===== src/hw/rtl/sensor_data_packet_deframer_core_assert.svh =====
// Assertion macros used by the deframer back end.
// They expect clk and rst_n in scope.
`ifndef SENSOR_DATA_PACKET_DEFRAMER_CORE_ASSERT_SVH
`define SENSOR_DATA_PACKET_DEFRAMER_CORE_ASSERT_SVH

// Same-cycle implication.
`define SDPD_ASSERT_IMPL(lbl, ante, cons) \
  lbl: assert property (@(posedge clk) disable iff (!rst_n) (ante) |-> (cons)) \
    else $error("sdpd assertion failed");

// Next-cycle implication.
`define SDPD_ASSERT_NEXT(lbl, ante, cons) \
  lbl: assert property (@(posedge clk) disable iff (!rst_n) (ante) |=> (cons)) \
    else $error("sdpd assertion failed");

`endif


===== src/hw/rtl/sdpd_pkg.sv =====
package sdpd_pkg;

  localparam int MAX_PAYLOAD   = 64;
  localparam int STORE_AW      = $clog2(MAX_PAYLOAD);
  localparam int FRAME_EXTRA   = 11;
  localparam int SUM_START     = 6;
  localparam int PAYLOAD_START = 9;
  localparam logic [7:0] END_FLAG = 8'h08;

  localparam int CMD_DEPTH = 2;
  localparam int CMD_PW    = $clog2(CMD_DEPTH);

  // Input kinds
  localparam logic [1:0] KIND_START = 2'd0;
  localparam logic [1:0] KIND_BYTE  = 2'd1;
  localparam logic [1:0] KIND_TICK  = 2'd2;

  // Status codes
  localparam logic [1:0] ST_OK      = 2'd0;
  localparam logic [1:0] ST_CSUM    = 2'd1;
  localparam logic [1:0] ST_NOEND   = 2'd2;
  localparam logic [1:0] ST_TIMEOUT = 2'd3;

  // Register indexes
  localparam logic [1:0] REG_PAYLOAD_SIZE = 2'd0;
  localparam logic [1:0] REG_EXPECTED     = 2'd1;
  localparam logic [1:0] REG_TIMEOUT      = 2'd2;

  localparam logic [6:0]  RST_PAYLOAD_SIZE = 7'd64;
  localparam logic [15:0] RST_EXPECTED     = 16'd1;
  localparam logic [19:0] RST_TIMEOUT      = 20'd300000;

  typedef struct packed {
    logic [1:0] kind;
    logic [7:0] rx_byte;
  } in_item_t;

  typedef struct packed {
    logic [7:0] data_byte;
    logic       data_valid;
    logic       done_res;
    logic [1:0] status;
    logic       last;
  } out_item_t;

  typedef struct packed {
    logic [6:0]  payload_size;
    logic [15:0] expected_packets;
    logic [19:0] timeout_ticks;
  } cfg_t;

  // Work handed from front to back
  typedef struct packed {
    logic       is_emit;
    logic [6:0] psize;
    logic       done;
    logic [1:0] status;
  } cmd_t;

  typedef struct packed {
    logic                we;
    logic [STORE_AW-1:0] addr;
    logic [7:0]          data;
  } store_wr_t;

endpackage


===== src/hw/rtl/sdpd_front.sv =====
module sdpd_front
  import sdpd_pkg::*;
(
  input  logic      clk,
  input  logic      rst_n,
  input  cfg_t      cfg,
  input  logic      push,
  output logic      full,
  input  in_item_t  in_item,
  input  logic      back_pending,
  input  logic      cmd_full,
  output logic      cmd_push,
  output cmd_t      cmd,
  output store_wr_t store_wr
);

  logic [6:0]  pos_r, pos_nxt;
  logic [15:0] sum_r, sum_nxt;
  logic [7:0]  flag_r, flag_nxt;
  logic [7:0]  hi_r, hi_nxt;
  logic [15:0] pkts_r, pkts_nxt;
  logic [19:0] idle_r, idle_nxt;
  logic        fin_r, fin_nxt;

  logic        accept;
  logic [6:0]  psize;
  logic [7:0]  total;
  logic [7:0]  pos_p2;
  logic [15:0] pkts_inc;

  // stall on a full command queue, and from the payload on while the back end has work
  assign full   = cmd_full || (back_pending && (pos_r >= 7'(PAYLOAD_START)));
  assign accept = push && !full;

  always_comb begin
    if (cfg.payload_size == 7'd0) begin
      psize = 7'd1;
    end else if (cfg.payload_size > 7'(MAX_PAYLOAD)) begin
      psize = 7'(MAX_PAYLOAD);
    end else begin
      psize = cfg.payload_size;
    end
  end

  assign total    = {1'b0, psize} + 8'(FRAME_EXTRA);
  assign pos_p2   = {1'b0, pos_r} + 8'd2;
  assign pkts_inc = (pkts_r == 16'hFFFF) ? pkts_r : pkts_r + 16'd1;

  always_comb begin
    pos_nxt  = pos_r;
    sum_nxt  = sum_r;
    flag_nxt = flag_r;
    hi_nxt   = hi_r;
    pkts_nxt = pkts_r;
    idle_nxt = idle_r;
    fin_nxt  = fin_r;
    cmd_push = 1'b0;
    cmd      = '0;
    store_wr.we   = 1'b0;
    store_wr.addr = STORE_AW'(pos_r - 7'(PAYLOAD_START));
    store_wr.data = in_item.rx_byte;
    if (accept) begin
      if (in_item.kind == KIND_START) begin
        pos_nxt  = '0;
        sum_nxt  = '0;
        flag_nxt = '0;
        hi_nxt   = '0;
        pkts_nxt = '0;
        idle_nxt = '0;
        fin_nxt  = 1'b0;
      end else if (!fin_r && in_item.kind == KIND_TICK) begin
        if (idle_r >= cfg.timeout_ticks) begin
          fin_nxt    = 1'b1;
          cmd_push   = 1'b1;
          cmd.done   = 1'b1;
          cmd.status = ST_TIMEOUT;
        end else begin
          idle_nxt = idle_r + 20'd1;
        end
      end else if (!fin_r && in_item.kind == KIND_BYTE) begin
        idle_nxt = '0;
        if (pos_p2 < total) begin
          if (pos_r >= 7'(SUM_START)) begin
            sum_nxt = sum_r + 16'(in_item.rx_byte);
          end
          if (pos_r == 7'(SUM_START)) begin
            flag_nxt = in_item.rx_byte;
          end
          store_wr.we = (pos_r >= 7'(PAYLOAD_START));
          pos_nxt = pos_r + 7'd1;
        end else if (pos_p2 == total) begin
          hi_nxt  = in_item.rx_byte;
          pos_nxt = pos_r + 7'd1;
        end else begin
          pos_nxt  = '0;
          sum_nxt  = '0;
          flag_nxt = '0;
          hi_nxt   = '0;
          cmd_push = 1'b1;
          if ({hi_r, in_item.rx_byte} != sum_r) begin
            fin_nxt    = 1'b1;
            cmd.done   = 1'b1;
            cmd.status = ST_CSUM;
          end else begin
            pkts_nxt    = pkts_inc;
            cmd.is_emit = 1'b1;
            cmd.psize   = psize;
            if (flag_r == END_FLAG) begin
              cmd.done   = 1'b1;
              cmd.status = (pkts_inc >= cfg.expected_packets) ? ST_OK : ST_TIMEOUT;
            end else if (pkts_inc >= cfg.expected_packets) begin
              cmd.done   = 1'b1;
              cmd.status = ST_NOEND;
            end
            fin_nxt = cmd.done;
          end
        end
      end
    end
  end

  always_ff @(posedge clk) begin
    if (!rst_n) begin
      pos_r  <= '0;
      sum_r  <= '0;
      flag_r <= '0;
      hi_r   <= '0;
      pkts_r <= '0;
      idle_r <= '0;
      fin_r  <= 1'b1;
    end else begin
      pos_r  <= pos_nxt;
      sum_r  <= sum_nxt;
      flag_r <= flag_nxt;
      hi_r   <= hi_nxt;
      pkts_r <= pkts_nxt;
      idle_r <= idle_nxt;
      fin_r  <= fin_nxt;
    end
  end

endmodule


===== src/hw/rtl/sdpd_cmd_fifo.sv =====
module sdpd_cmd_fifo
  import sdpd_pkg::*;
(
  input  logic clk,
  input  logic rst_n,
  input  logic wr_en,
  input  cmd_t wr_cmd,
  output logic full,
  input  logic rd_en,
  output cmd_t rd_cmd,
  output logic empty
);

  cmd_t            mem_r [CMD_DEPTH];
  logic [CMD_PW-1:0] wp_r, wp_nxt;
  logic [CMD_PW-1:0] rp_r, rp_nxt;
  logic [CMD_PW:0]   cnt_r, cnt_nxt;
  logic              do_wr, do_rd;

  assign full   = (cnt_r == (CMD_PW+1)'(CMD_DEPTH));
  assign empty  = (cnt_r == '0);
  assign do_wr  = wr_en && !full;
  assign do_rd  = rd_en && !empty;
  assign rd_cmd = mem_r[rp_r];

  always_comb begin
    wp_nxt  = do_wr ? CMD_PW'(wp_r + 1'b1) : wp_r;
    rp_nxt  = do_rd ? CMD_PW'(rp_r + 1'b1) : rp_r;
    cnt_nxt = cnt_r + (CMD_PW+1)'(do_wr) - (CMD_PW+1)'(do_rd);
  end

  always_ff @(posedge clk) begin
    if (do_wr) begin
      mem_r[wp_r] <= wr_cmd;
    end
  end

  always_ff @(posedge clk) begin
    if (!rst_n) begin
      wp_r  <= '0;
      rp_r  <= '0;
      cnt_r <= '0;
    end else begin
      wp_r  <= wp_nxt;
      rp_r  <= rp_nxt;
      cnt_r <= cnt_nxt;
    end
  end

endmodule


===== src/hw/rtl/sdpd_back.sv =====
`include "sensor_data_packet_deframer_core_assert.svh"

module sdpd_back
  import sdpd_pkg::*;
(
  input  logic      clk,
  input  logic      rst_n,
  input  store_wr_t store_wr,
  input  cmd_t      cmd_head,
  input  logic      cmd_empty,
  output logic      cmd_pop,
  output logic      busy,
  output logic      empty,
  input  logic      pop,
  output out_item_t out_item
);

  typedef enum logic [2:0] {
    S_IDLE = 3'b001,
    S_RD   = 3'b010,
    S_LD   = 3'b100
  } state_t;

  state_t              state_r, state_nxt;
  cmd_t                cmd_r, cmd_nxt;
  logic [STORE_AW-1:0] k_r, k_nxt;
  logic [7:0]          store_r [MAX_PAYLOAD];
  logic [7:0]          rdata_r;
  out_item_t           out_r, out_nxt;
  logic                out_valid_r, out_valid_nxt;
  logic                out_free;
  logic                is_last;

  assign empty    = !out_valid_r;
  assign out_item = out_r;
  assign out_free = !out_valid_r || pop;
  assign busy     = (state_r != S_IDLE);
  assign is_last  = (7'(k_r) + 7'd1 == cmd_r.psize);

  // payload store, registered read
  always_ff @(posedge clk) begin
    if (store_wr.we) begin
      store_r[store_wr.addr] <= store_wr.data;
    end
    rdata_r <= store_r[k_r];
  end

  always_comb begin
    state_nxt     = state_r;
    cmd_nxt       = cmd_r;
    k_nxt         = k_r;
    out_nxt       = out_r;
    out_valid_nxt = out_valid_r && !pop;
    cmd_pop       = 1'b0;
    unique case (state_r)
      S_IDLE: begin
        if (!cmd_empty && out_free) begin
          cmd_pop = 1'b1;
          cmd_nxt = cmd_head;
          k_nxt   = '0;
          if (cmd_head.is_emit) begin
            state_nxt = S_RD;
          end else begin
            out_nxt.data_byte  = '0;
            out_nxt.data_valid = 1'b0;
            out_nxt.done_res   = 1'b1;
            out_nxt.status     = cmd_head.status;
            out_nxt.last       = 1'b1;
            out_valid_nxt      = 1'b1;
          end
        end
      end
      S_RD: begin
        state_nxt = S_LD;
      end
      S_LD: begin
        if (out_free) begin
          out_nxt.data_byte  = rdata_r;
          out_nxt.data_valid = 1'b1;
          out_nxt.done_res   = is_last && cmd_r.done;
          out_nxt.status     = (is_last && cmd_r.done) ? cmd_r.status : ST_OK;
          out_nxt.last       = is_last;
          out_valid_nxt      = 1'b1;
          if (is_last) begin
            state_nxt = S_IDLE;
          end else begin
            k_nxt     = k_r + 1'b1;
            state_nxt = S_RD;
          end
        end
      end
      default: begin
        state_nxt = S_IDLE;
      end
    endcase
  end

  always_ff @(posedge clk) begin
    if (!rst_n) begin
      state_r     <= S_IDLE;
      out_valid_r <= 1'b0;
      k_r         <= '0;
    end else begin
      state_r     <= state_nxt;
      out_valid_r <= out_valid_nxt;
      k_r         <= k_nxt;
    end
  end

  always_ff @(posedge clk) begin
    cmd_r <= cmd_nxt;
    out_r <= out_nxt;
  end

  `SDPD_ASSERT_IMPL(a_nodata_is_done, out_valid_r && !out_r.data_valid, out_r.data_byte == 8'd0 && out_r.done_res && out_r.last)
  `SDPD_ASSERT_IMPL(a_done_on_last, out_valid_r && out_r.done_res, out_r.last)
  `SDPD_ASSERT_IMPL(a_k_in_range, state_r != S_IDLE, 7'(k_r) < cmd_r.psize)
  `SDPD_ASSERT_NEXT(a_pop_starts, cmd_pop && cmd_head.is_emit, state_r == S_RD && k_r == '0)

endmodule


===== src/hw/rtl/sensor_data_packet_deframer_core.sv =====
// A good packet's command is queued once its last byte is accepted; the back end
// then reads each payload byte from the 64-entry store (S_RD) and loads it into the
// output register (S_LD); this registered read sets the rate of results. Input
// stalls if the command queue is full, or from the payload on while work is pending.
// Reset (rst_n low, synchronous): transfer finished (idle until a start item),
// counters clear, registers return to 64 / 1 / 300000; the store is not cleared.
module sensor_data_packet_deframer_core
  import sdpd_pkg::*;
(
  input  logic        clk,
  input  logic        rst_n,
  // input queue
  input  logic        push,
  output logic        full,
  input  in_item_t    in_item,
  // result queue
  output logic        empty,
  input  logic        pop,
  output out_item_t   out_item,
  // configuration
  input  logic        psel,
  input  logic        penable,
  input  logic        pwrite,
  input  logic [3:0]  paddr,
  input  logic [31:0] pwdata,
  output logic [31:0] prdata,
  output logic        pready
);

  cfg_t      cfg_r, cfg_nxt;
  logic [1:0] reg_idx;
  logic       cfg_wr;

  cmd_t      cmd_in, cmd_head;
  logic      cmd_push, cmd_pop, cmd_full, cmd_empty;
  logic      back_busy;
  store_wr_t store_wr;

  // Register file: write in the access phase, reads are combinational.
  assign pready  = 1'b1;
  assign reg_idx = paddr[3:2];
  assign cfg_wr  = psel && penable && pwrite;

  always_comb begin
    cfg_nxt = cfg_r;
    if (cfg_wr) begin
      unique case (reg_idx)
        REG_PAYLOAD_SIZE: cfg_nxt.payload_size     = pwdata[6:0];
        REG_EXPECTED:     cfg_nxt.expected_packets = pwdata[15:0];
        REG_TIMEOUT:      cfg_nxt.timeout_ticks    = pwdata[19:0];
        default:          cfg_nxt = cfg_r;
      endcase
    end
  end

  always_comb begin
    unique case (reg_idx)
      REG_PAYLOAD_SIZE: prdata = {25'd0, cfg_r.payload_size};
      REG_EXPECTED:     prdata = {16'd0, cfg_r.expected_packets};
      REG_TIMEOUT:      prdata = {12'd0, cfg_r.timeout_ticks};
      default:          prdata = '0;
    endcase
  end

  always_ff @(posedge clk) begin
    if (!rst_n) begin
      cfg_r.payload_size     <= RST_PAYLOAD_SIZE;
      cfg_r.expected_packets <= RST_EXPECTED;
      cfg_r.timeout_ticks    <= RST_TIMEOUT;
    end else begin
      cfg_r <= cfg_nxt;
    end
  end

  // Front: framing, checksum, packet count, idle timer; posts work for the back.
  sdpd_front u_front (
    .clk          (clk),
    .rst_n        (rst_n),
    .cfg          (cfg_r),
    .push         (push),
    .full         (full),
    .in_item      (in_item),
    .back_pending (back_busy || !cmd_empty),
    .cmd_full     (cmd_full),
    .cmd_push     (cmd_push),
    .cmd          (cmd_in),
    .store_wr     (store_wr)
  );

  // Short command queue decouples the two halves.
  sdpd_cmd_fifo u_cmd_fifo (
    .clk    (clk),
    .rst_n  (rst_n),
    .wr_en  (cmd_push),
    .wr_cmd (cmd_in),
    .full   (cmd_full),
    .rd_en  (cmd_pop),
    .rd_cmd (cmd_head),
    .empty  (cmd_empty)
  );

  // Back: owns the payload store, streams items into the output register.
  sdpd_back u_back (
    .clk       (clk),
    .rst_n     (rst_n),
    .store_wr  (store_wr),
    .cmd_head  (cmd_head),
    .cmd_empty (cmd_empty),
    .cmd_pop   (cmd_pop),
    .busy      (back_busy),
    .empty     (empty),
    .pop       (pop),
    .out_item  (out_item)
  );

endmodule

===== config.mk =====
export PLATFORM = sky130hd
export DESIGN_NAME = sensor_data_packet_deframer_core
export DESIGN_NICKNAME = d
export VERILOG_FILES = /design/src/hw/rtl/sdpd_pkg.sv /design/src/hw/rtl/sdpd_front.sv /design/src/hw/rtl/sdpd_cmd_fifo.sv /design/src/hw/rtl/sdpd_back.sv /design/src/hw/rtl/sensor_data_packet_deframer_core.sv
export VERILOG_INCLUDE_DIRS = /design/src /design/src/hw/rtl
export SDC_FILE = /design/constraint.sdc
export NUM_CORES = 1
export LEC_CHECK = 0
export BUFFER_PORTS_ARGS = -buffer_cell sky130_fd_sc_hd__buf_2
export CORE_MARGIN = 2
export CORE_UTILIZATION = 55
export CTS_CLUSTER_DIAMETER = 80
export CTS_CLUSTER_SIZE = 16
export DETAILED_ROUTE_END_ITERATION = 12
export PLACE_DENSITY = 0.84
export SLEW_MARGIN = 20
export SYNTH_ARGS = -nofsm -noshare
export SYNTH_HDL_FRONTEND = slang
export SYNTH_SLANG_ARGS = --single-unit
export TNS_END_PERCENT = 50

===== constraint.sdc =====
create_clock -name clk -period 4.2 [get_ports clk]
set_input_delay 0.63 -clock clk [delete_from_list [all_inputs] [get_ports clk]]
set_output_delay 0.63 -clock clk [all_outputs]
set_load 0.005 [all_outputs]

==> out/metrics.yaml <==
num-fill-cells: 3729
power_switching_uw: 2870
cp_max_fo: 8
fp.dieH_um: 237
grt_max_degree: 104
syn_area_um2: 30000
synth-edff-count: 557
vias: 18200
fmax_mhz: 247
syn_inst: 1966
drv_cap: 0
ys_types: 74
dp_hpwl_um: 45400
first_pass_iters: 8
path_clk_slew_ps: 70
reg2reg_to: "u_back.store_r[35][2]$_DFFE_PP_"
seq_area_frac_synth: 0.653
hp-class: "in -> reg"
yosysTopAreaCellShare: 0.558
combPwrFrac: 0.051
rsz0062_at_grt: "no"
grt_overflow_total: 0
worstPathArrival_ps: 4380
htree_num_levels: 2
numClockSinks: 699
grt_pass1_vias: 18100
clock_skew_ps: 44.5
endpoint: "u_back.store_r[35][2]$_DFFE_PP_"
drt_iter0_markers: 2201
setup_viol: 0
wire_per_inst_um: 25.2
gp_congestion: 0.885
drv_slew: 0
timing.rr.start: "cfg_r[37]$_SDFFE_PN0P_"
portBuffers: 73
worst_ep_required_time_ps: 4540
via_per_inst: 6.39
status: "complete, no violations"
die_area_um2: 56400
antenna_found_initial: 1
p_seq_frac: 0.588
path_class: "reg -> reg"
num_rows: 85
fin_setup_tns_ps: 0
synthTopCellsByCount: "557 x edfxtp_1, 168 x mux4_2, 157 x nand2_1"
cp-end-kind: "flip-flop"
worstRegToRegCells: 16
powerDensity_nw_per_um2: 390
setup_ws_ps: 158
start_util: 0.557
postRouteAntennaNets: 0
drive_gt1_frac: 0.219
min_period_ps: 4040
p_leak_uw: 0.0111
yosysMostFrequentCell: "edfxtp_1"
drcViolationCount: 0
postRouteWirelength_um: 71900
clock_latency_ps: 640
dominantRegCellSynth: "edfxtp_1"
yosysTopAreaCell: "edfxtp_1"
intPower_uw: 10100
pin_count: 101
area_growth_pct: 11.0
slew_headroom: 0.337
dp_slack_ps: 153
cp-start-kind: "flip-flop"
grt_first_pass_wirelength_um: 109000
startpoint: "cfg_r[37]$_SDFFE_PN0P_"
die_w_um: 237
grt_usage: 0.257
ctsHoldBuffers: 0
final.period_utilization: 0.962
ir_drop_v: 0.000319
clock_tree.root_cell: "clkbuf_16"
yosys_warnings: 0
worstMarginPinSlew_ps: 995
nets: 2242
ys_ff_latch: 699
coreArea_um2: 53800
p_sw_frac: 0.221
cts_tree: "built"
hold_slack_ps: 257
hold_viol: 0
cts_made_buffers: 50
ff2ff_setup_slack_ps: 160
synth.avg_cell_area_um2: 15.3
clk_path_buf_depth: 3
postSynth.asyncResetShare: 0
p_clk_frac: 0.361
yosys-top-cells-area: "edfxtp_1 56%, mux4_2 13%, dfxtp_1 9.5%"
power_uw: 13000
==> stage by stage <==
| step | utilization | instance area (um^2) | instances |
|---|---|---|---|
| 2_1_floorplan | - | 30000 | 1978 |
| 3_3_place_gp | 0.589 | 31700 | 2764 |
| 3_5_place_dp | 0.589 | 31700 | 2764 |
| 4_1_cts | 0.617 | 33200 | 2855 |
| 5_1_grt | 0.618 | 33300 | 2856 |
| 6_report | 0.618 | 33300 | 2857 |
==> final cells by class <==
type | instances | area [um^2] | area share
repair buffers | 189 | 1270 | 0.0383
clock buffers | 86 | 1440 | 0.0432
inverters | 62 | 233 | 0.00700
multi-input cells | 1119 | 9790 | 0.294
flip-flops and latches | 699 | 19600 | 0.588
clock inverters | 5 | 81.3 | 0.00244
well taps | 696 | 871 | 0.0262
diodes | 1 | 2.50 | 0.0000752
==> power by group through the flow <==
stage               Clock [uW]  Sequential, uW  Combinational (uW)
floorplan                    0            7760                 401
global placement             0            7780                 607
detailed placement           0            7790                 640
CTS                       4750            7640                 649
global route              4990            7640                 712
finish                    4690            7640                 658
==> worst min-delay path by stage <==
stage / slack (ps) / cells after the start / endpoint / from
after floorplan: 430 / 2 / u_front.flag_r[3]$_SDFFE_PN0P_ / u_front.flag_r[3]$_SDFFE_PN0P_
after global placement: 440 / 2 / u_front.flag_r[3]$_SDFFE_PN0P_ / u_front.flag_r[3]$_SDFFE_PN0P_
after detailed placement: 450 / 2 / u_front.sum_r[7]$_SDFFE_PN0P_ / u_front.sum_r[7]$_SDFFE_PN0P_
after CTS: 230 / 3 / cfg_r[17]$_SDFFE_PN0P_ / pwdata[17]
after global routing: 260 / 3 / cfg_r[17]$_SDFFE_PN0P_ / pwdata[17]
final: 260 / 3 / cfg_r[18]$_SDFFE_PN1P_ / pwdata[18]
==> placed cells by master, fill, tap and decap left out, types with 51 or more instances in the layout <==
cell type,instances
nand2_1,155
buf_4,113
ha_1,67
mux4_2,168
clkbuf_16,51
a21oi_1,81
dfxtp_1,140
inv_1,60
buf_2,73
edfxtp_1,557
nor2_1,145
==> critical path, stage by stage (launching register included) <==
cell and delay (ps):
dfxtp_1 350, or4_1 520, nor2_1 100, o21ai_1 150, ha_1 230, inv_1 80
a21o_1 150, xor2_1 150, nand2_1 70, ha_1 290, nand4_1 180, a21oi_4 90
nor4_1 270, buf_4 180, nand2_1 410, nor2_1 300, buf_4 230
==> flip-flops by register name (all words and copies together) (netlist names), 2 cells and up, named ones only <==
register	cells
u_back.out_item	13
u_front.sum_r	16
u_back.state_r	3
u_back.store_r	512
u_back.rdata_r	8
u_back.cmd_r	10
u_front.pkts_r	16
cfg_r	43
u_front.idle_r	20
u_front.flag_r	8
u_front.hi_r	8
u_front.pos_r	7
u_back.k_r	6
u_cmd_fifo.mem_r	22
u_cmd_fifo.cnt_r	2
==> per-layer routing <==
| metal | global-route usage | part of all wire | vias to the layer above |
|---|---|---|---|
| met3 | 0.0344 | 0.078 | 181 |
| met4 | 0.102 | 0.039 | 0 |
| met2 | 0.442 | 0.51 | 1013 |
| met5 | 0 | 0 | - |
| met1 | 0.334 | 0.37 | 9185 |
| li1 | - | - | 7866 |
==> logic make-up (layout without fill, tap and decap cells) <==
group	Yosys count	count (layout)	share of synthesized area
AOI/OAI and AO/OA	253	253	0.0546
xor gates and xnor gates	56	56	0.0169
adders and majority gates	68	68	0.0286
buffers and inverters	160	342	0.0238
DFF	699	699	0.653
muxes	199	199	0.137
other	2	15	0.000250
and+or+nand+nor	529	529	0.0861
==> timing repair <==
item,CTS,global route
resized for setup,0,10
setup endpoints to repair,0,130
buffers inserted,0,1
endpoints found under the hold margin,0,0
No activity file was read; power rests on OpenSTA's default activity.
